$ cat src/rtl/core/stbs_pkg.sv
// ----------------------------------------------------------------------------
// stbs_pkg - shared types and constants for the sorted table search block
// Table geometry, field widths, result codes and the control/status bundles
// that run between the controller and the datapath.
// ----------------------------------------------------------------------------
`default_nettype none

package stbs_pkg;

   localparam int TABLE_DEPTH = 256;
   localparam int IDX_W       = $clog2(TABLE_DEPTH);
   localparam int CNT_W       = $clog2(TABLE_DEPTH + 1);

   localparam int KEY_W   = 15;
   localparam int MODE_W  = 8;
   localparam int ENTRY_W = KEY_W + 2 * MODE_W;
   localparam int STAT_W  = 2;

   typedef logic [IDX_W-1:0] idx_type;
   typedef logic [CNT_W-1:0] cnt_type;
   typedef logic [CNT_W:0]   sum_type;

   // request kind
   localparam logic FUNC_LOAD   = 1'b0;
   localparam logic FUNC_LOOKUP = 1'b1;

   // result status codes
   localparam logic [STAT_W-1:0] ST_OK        = 2'd0;
   localparam logic [STAT_W-1:0] ST_NOT_FOUND = 2'd1;
   localparam logic [STAT_W-1:0] ST_EMPTY     = 2'd2;
   localparam logic [STAT_W-1:0] ST_FULL      = 2'd3;

   // read address select
   localparam logic [1:0] RD_CACHE = 2'd0;
   localparam logic [1:0] RD_INIT  = 2'd1;
   localparam logic [1:0] RD_STEP  = 2'd2;

   // result select
   localparam logic [2:0] RSEL_LOAD_OK = 3'd0;
   localparam logic [2:0] RSEL_FULL    = 3'd1;
   localparam logic [2:0] RSEL_EMPTY   = 3'd2;
   localparam logic [2:0] RSEL_HIT     = 3'd3;
   localparam logic [2:0] RSEL_MISS    = 3'd4;

   typedef struct packed {
      logic       capture;
      logic       write_entry;
      logic       rd_en;
      logic [1:0] rd_sel;
      logic       res_load;
      logic [2:0] res_sel;
      logic       push;
   } stbs_cmd_type;

   typedef struct packed {
      logic is_load;
      logic full;
      logic empty;
      logic cache_ok;
      logic key_eq;
      logic exhausted;
      logic rsp_free;
   } stbs_sts_type;

endpackage

`default_nettype wire

$ cat src/rtl/core/stbs_ctrl.sv
// ----------------------------------------------------------------------------
// stbs_ctrl - request sequencer
// Steps one request through dispatch, last-hit check, probe loop and
// hand-off to the result register.
// ----------------------------------------------------------------------------
`default_nettype none

module stbs_ctrl (
   input  wire                           clock,
   input  wire                           reset,
   input  wire                           req_tvalid,
   output logic                          req_tready,
   input  wire  stbs_pkg::stbs_sts_type  sts,
   output stbs_pkg::stbs_cmd_type        cmd
);

   localparam logic [2:0] S_IDLE      = 3'd0;
   localparam logic [2:0] S_DISPATCH  = 3'd1;
   localparam logic [2:0] S_CACHE_CMP = 3'd2;
   localparam logic [2:0] S_PROBE     = 3'd3;
   localparam logic [2:0] S_FINISH    = 3'd4;

   logic [2:0] state_ff, state_in;

   assign req_tready = state_ff == S_IDLE;

   always_comb begin
      state_in        = state_ff;
      cmd             = '0;
      cmd.rd_sel      = stbs_pkg::RD_INIT;
      cmd.res_sel     = stbs_pkg::RSEL_MISS;
      unique case (state_ff)
         S_IDLE: begin
            if (req_tvalid) begin
               cmd.capture = 1'b1;
               state_in    = S_DISPATCH;
            end
         end
         S_DISPATCH: begin
            priority if (sts.is_load) begin
               cmd.write_entry = !sts.full;
               cmd.res_load    = 1'b1;
               cmd.res_sel     = sts.full ? stbs_pkg::RSEL_FULL : stbs_pkg::RSEL_LOAD_OK;
               state_in        = S_FINISH;
            end else if (sts.empty) begin
               cmd.res_load = 1'b1;
               cmd.res_sel  = stbs_pkg::RSEL_EMPTY;
               state_in     = S_FINISH;
            end else if (sts.cache_ok) begin
               cmd.rd_en  = 1'b1;
               cmd.rd_sel = stbs_pkg::RD_CACHE;
               state_in   = S_CACHE_CMP;
            end else begin
               cmd.rd_en  = 1'b1;
               cmd.rd_sel = stbs_pkg::RD_INIT;
               state_in   = S_PROBE;
            end
         end
         S_CACHE_CMP: begin
            if (sts.key_eq) begin
               cmd.res_load = 1'b1;
               cmd.res_sel  = stbs_pkg::RSEL_HIT;
               state_in     = S_FINISH;
            end else begin
               cmd.rd_en  = 1'b1;
               cmd.rd_sel = stbs_pkg::RD_INIT;
               state_in   = S_PROBE;
            end
         end
         S_PROBE: begin
            priority if (sts.key_eq) begin
               cmd.res_load = 1'b1;
               cmd.res_sel  = stbs_pkg::RSEL_HIT;
               state_in     = S_FINISH;
            end else if (sts.exhausted) begin
               cmd.res_load = 1'b1;
               cmd.res_sel  = stbs_pkg::RSEL_MISS;
               state_in     = S_FINISH;
            end else begin
               cmd.rd_en  = 1'b1;
               cmd.rd_sel = stbs_pkg::RD_STEP;
            end
         end
         S_FINISH: begin
            if (sts.rsp_free) begin
               cmd.push = 1'b1;
               state_in = S_IDLE;
            end
         end
         default: state_in = S_IDLE;
      endcase
   end

   always_ff @(posedge clock) begin
      if (reset) begin
         state_ff <= S_IDLE;
      end else begin
         state_ff <= state_in;
      end
   end

endmodule

`default_nettype wire

$ cat config.mk
export PLATFORM = sky130hd
export DESIGN_NAME = stbs_ctrl
export DESIGN_NICKNAME = d
export VERILOG_FILES = /design/src/rtl/core/stbs_pkg.sv /design/src/rtl/core/stbs_ctrl.sv
export SDC_FILE = /design/constraint.sdc
export NUM_CORES = 1
export LEC_CHECK = 0
export ABC_AREA = 1
export BUFFER_PORTS_ARGS = -buffer_cell sky130_fd_sc_hd__buf_2
export CAP_MARGIN = 20
export CORE_AREA = 2 2 39 41
export DETAILED_ROUTE_END_ITERATION = 7
export DIE_AREA = 0 0 41 43
export PLACE_DENSITY_LB_ADDON = 0.3
export SLEW_MARGIN = 5
export SYNTH_ARGS = -nofsm -noshare
export SYNTH_HDL_FRONTEND = slang
export SYNTH_SLANG_ARGS = --single-unit
$ cat constraint.sdc
create_clock -name clock -period 1.1 [get_ports clock]
set_input_delay 0.055 -clock clock [delete_from_list [all_inputs] [get_ports clock]]
set_output_delay 0.055 -clock clock [all_outputs]
set_load 0.1 [all_outputs]
==> results.txt <==
Hold Crit Endpoint -> state_ff[2]$_SDFFE_PP0P_
MaxCap Viol Count -> 0
Worst Reg-to-Reg Cells -> 9
DRC viols -> 0
Worst Path Required -> 1.04 ns
Core Area -> 1380 sq um
Buf/Inv on CP -> 3
Largest Register -> state_ff
Share of layout cells above drive strength 1 -> 72.0%
Via count -> 523
Routed vias/inst -> 4.51
RSZ-0062 raised after global routing -> true
Fillers -> 105
Antenna-violating nets left -> 0
Nets -> 111
Commonest cells after routing, fill and taps aside -> buf_4, inv_1, buf_12
# diodes -> 0
Clock network power share -> 14.2%
HPWL Detailed -> 1.03 mm
Die X -> 41 microns
Die H -> 43 microns
Reg area -> 68.8 sq um
Slowest-stage cell, CP -> dfxtp_4
Rel. slew slack -> 82.7%
GR Util All Layers -> 18.8%
Switching Share -> 52.7%
Worst Skew -> 0.000497 ns
Clock transition at path regs -> 0.04 ns
Tmin final -> 1.39 ns
Hold Path Class -> in2reg
Clk_lat worst skew -> 0.24 ns
Mean Syn Cell Area -> 5.85 sq um
Pwr/cell area -> 1440 nW/um^2
Total chip power -> 0.00138 W
Largest net degree at the start of global routing -> 6
Crit. End Element -> output port
Reg2reg start -> state_ff[2]$_SDFFE_PP0P_
Max FFs per register -> 3
Initial Utilization -> 25.0%
Register-to-register setup slack -> -0.05 ns
Failing checks -> negative setup slack
Setup Crit Path Kind -> reg2out
Post-DR wirelength/cell -> 11.5 microns
Critical path, cell by cell -> nand2_4 -> nor2_4 -> buf_6 -> inv_4 -> o31ai_4 -> buf_12
DRT Pass-1 Iters -> 3
Seq pwr share -> 11.0%
Worst slack, placed -> -0.201 ns
Crit start category -> register
Largest regs -> state_ff (3)
Delay-heaviest family, CP -> flip-flops
Syn Std Cell Area -> 345 sq um
Die ar. -> 1760 sq um
Cell depth of the worst setup path -> 6
Synth unique cells -> 19
Total grt overflow -> 0
Area Growth Syn to Fin -> 179%
Cell area after placement -> 815 sq um
FF+latch count, synth -> 3
Max Slew Vio Count -> 0
Post-Route WL -> 1.34 mm
Total CTS buffers -> 3
F_max -> 0.718 GHz
Synth Instances -> 59
CTS tree -> built
Synth top area cells -> dfxtp_1, inv_1, nand2_1
Sequential fraction of the synthesis area -> 17.4%
Num ports -> 21
1st-iter DRT viols -> 11
Pint -> 0.000654 W
Post-Layout Inst Area -> 963 sq um
WL met3 -> 32 microns
Worst reg2reg endpoint -> state_ff[2]$_SDFFE_PP0P_
Max Used Layer -> met4
Crit path DAT -> 1.34 ns
Comb power frac -> 74.8%
Post-synth top area share -> 17.4%
Clk sinks -> 3
Clk buf depth -> 2
Outcome -> finished with violations
Tcrit/Tclk final -> 127%
Met2 WL -> 803 microns
Least-Margin Pin Slew -> 0.257 ns
Sw Pwr -> 0.000729 W
Area leader, netlist -> dfxtp_1
GPL Wtd Cong -> 0.960
Final worst slack -> -0.292 ns
HP Start -> sts[1]
Area occupied by multi-input gates -> 365 sq um
Crit Path Max Fanout -> 4
DRT met1 WL -> 464 microns
Final setup violation count -> 13
VDD IR max -> 1.11 mV
Vias in the first global route -> 528
Commonest non-fill, non-tap cell in the layout -> buf_4
Initial antenna violation count -> 0
Mapped Nets -> 69
H-Tree Depth -> 1
CTS root buffer -> clkbuf_4
Synth warn -> 0
Rows -> 14
Worst Hold Depth -> 5
Lkg Pwr -> 0.467 nW
CP max stage delay -> 0.37 ns
First-pass GRT wire length -> 2.17 mm
Final Hold Viols -> 0
PortBufs -> 20
[area by class of cell]
type	count	area share [%]
timing repair buffer	38	43.0
multi-input combinational	40	37.9
sequential	3	7.14
inverter	15	7.14
clock buffer	4	2.73
tap	16	2.08
[synthesized netlist by cell type]
cell type	n
inv_1	14
dfxtp_1	3
a21oi_2	1
inv_2	1
nor2_1	9
nand3_2	3
nand2_1	10
nor2_4	1
nand4_1	1
nor4_1	1
nand2_2	3
a211oi_1	1
buf_6	1
o21ai_0	2
o31ai_1	1
nand3_1	4
nor2_2	1
nor3_1	1
o21ai_2	1
[worst max-delay path by stage]
stage               slack [ns]                startpoint     end
floorplan                -0.53  state_ff[2]$_SDFFE_PP0P_  cmd[2]
finish                   -0.29  state_ff[0]$_SDFFE_PP0P_  cmd[2]
detailed placement       -0.20  state_ff[1]$_SDFFE_PP0P_  cmd[2]
global placement         -0.18  state_ff[1]$_SDFFE_PP0P_  cmd[2]
CTS                      -0.30  state_ff[2]$_SDFFE_PP0P_  cmd[2]
global route             -0.34  state_ff[2]$_SDFFE_PP0P_  cmd[2]
[routing by layer]
| layer | up-vias | track usage, % |
|---|---|---|
| met3 | 4 | 3.14 |
| li1 | 266 | - |
| met5 | - | 0 |
| met1 | 239 | 19.2 |
| met2 | 14 | 32.2 |
| met4 | 0 | 12.7 |
[what timing repair did]
item	in CTS	in global routing
endpoints found under the hold margin	1	0
hold buffers	1	0
pin swaps	8	4
setup endpoints to repair	14	14
setup buffers	1	0
resized for setup	24	3
[cells by family (layout without fill, tap and decap cells)]
family	count (synthesis)	count (layout)	share of synthesized area, %
AOI/OAI and AO/OA	6	6	12.3
buffers and inverters	16	57	19.6
DFF	3	3	17.4
and+or+nand+nor	34	34	50.7
[per-stage QoR]
step,cells,hold WS (ns),utilization (%),setup TNS [ns]
after floorplan,59,0.110,-,-2.17
after global placement,110,0.244,58.9,-1.26
after detailed placement,110,0.247,58.9,-1.63
after CTS,116,0.205,68.8,-2.99
after global routing,116,0.219,69.6,-3.47
final,116,0.207,69.6,-2.72
[power by group through the flow]
stage | clock network, W | logic (W) | registers [W]
3_3_place_gp | 0 | 0.000933 | 0.000147
4_1_cts | 0.000206 | 0.00103 | 0.000148
6_report | 0.000197 | 0.00103 | 0.000152
2_1_floorplan | 0 | 0.000600 | 0.000149
3_5_place_dp | 0 | 0.000942 | 0.000147
5_1_grt | 0.000215 | 0.00107 | 0.000153
[worst register-to-register path: stages (launching register included)]
cell and delay, ns:
dfxtp_2 0.35, inv_4 0.04, nand2_4 0.06, nor2_4 0.04, buf_6 0.12, buf_4 0.14, o21ai_4 0.06, nand3_4 0.10
nor2_1 0.09, nor2_1 0.04
(Power assumes the default switching activity.)
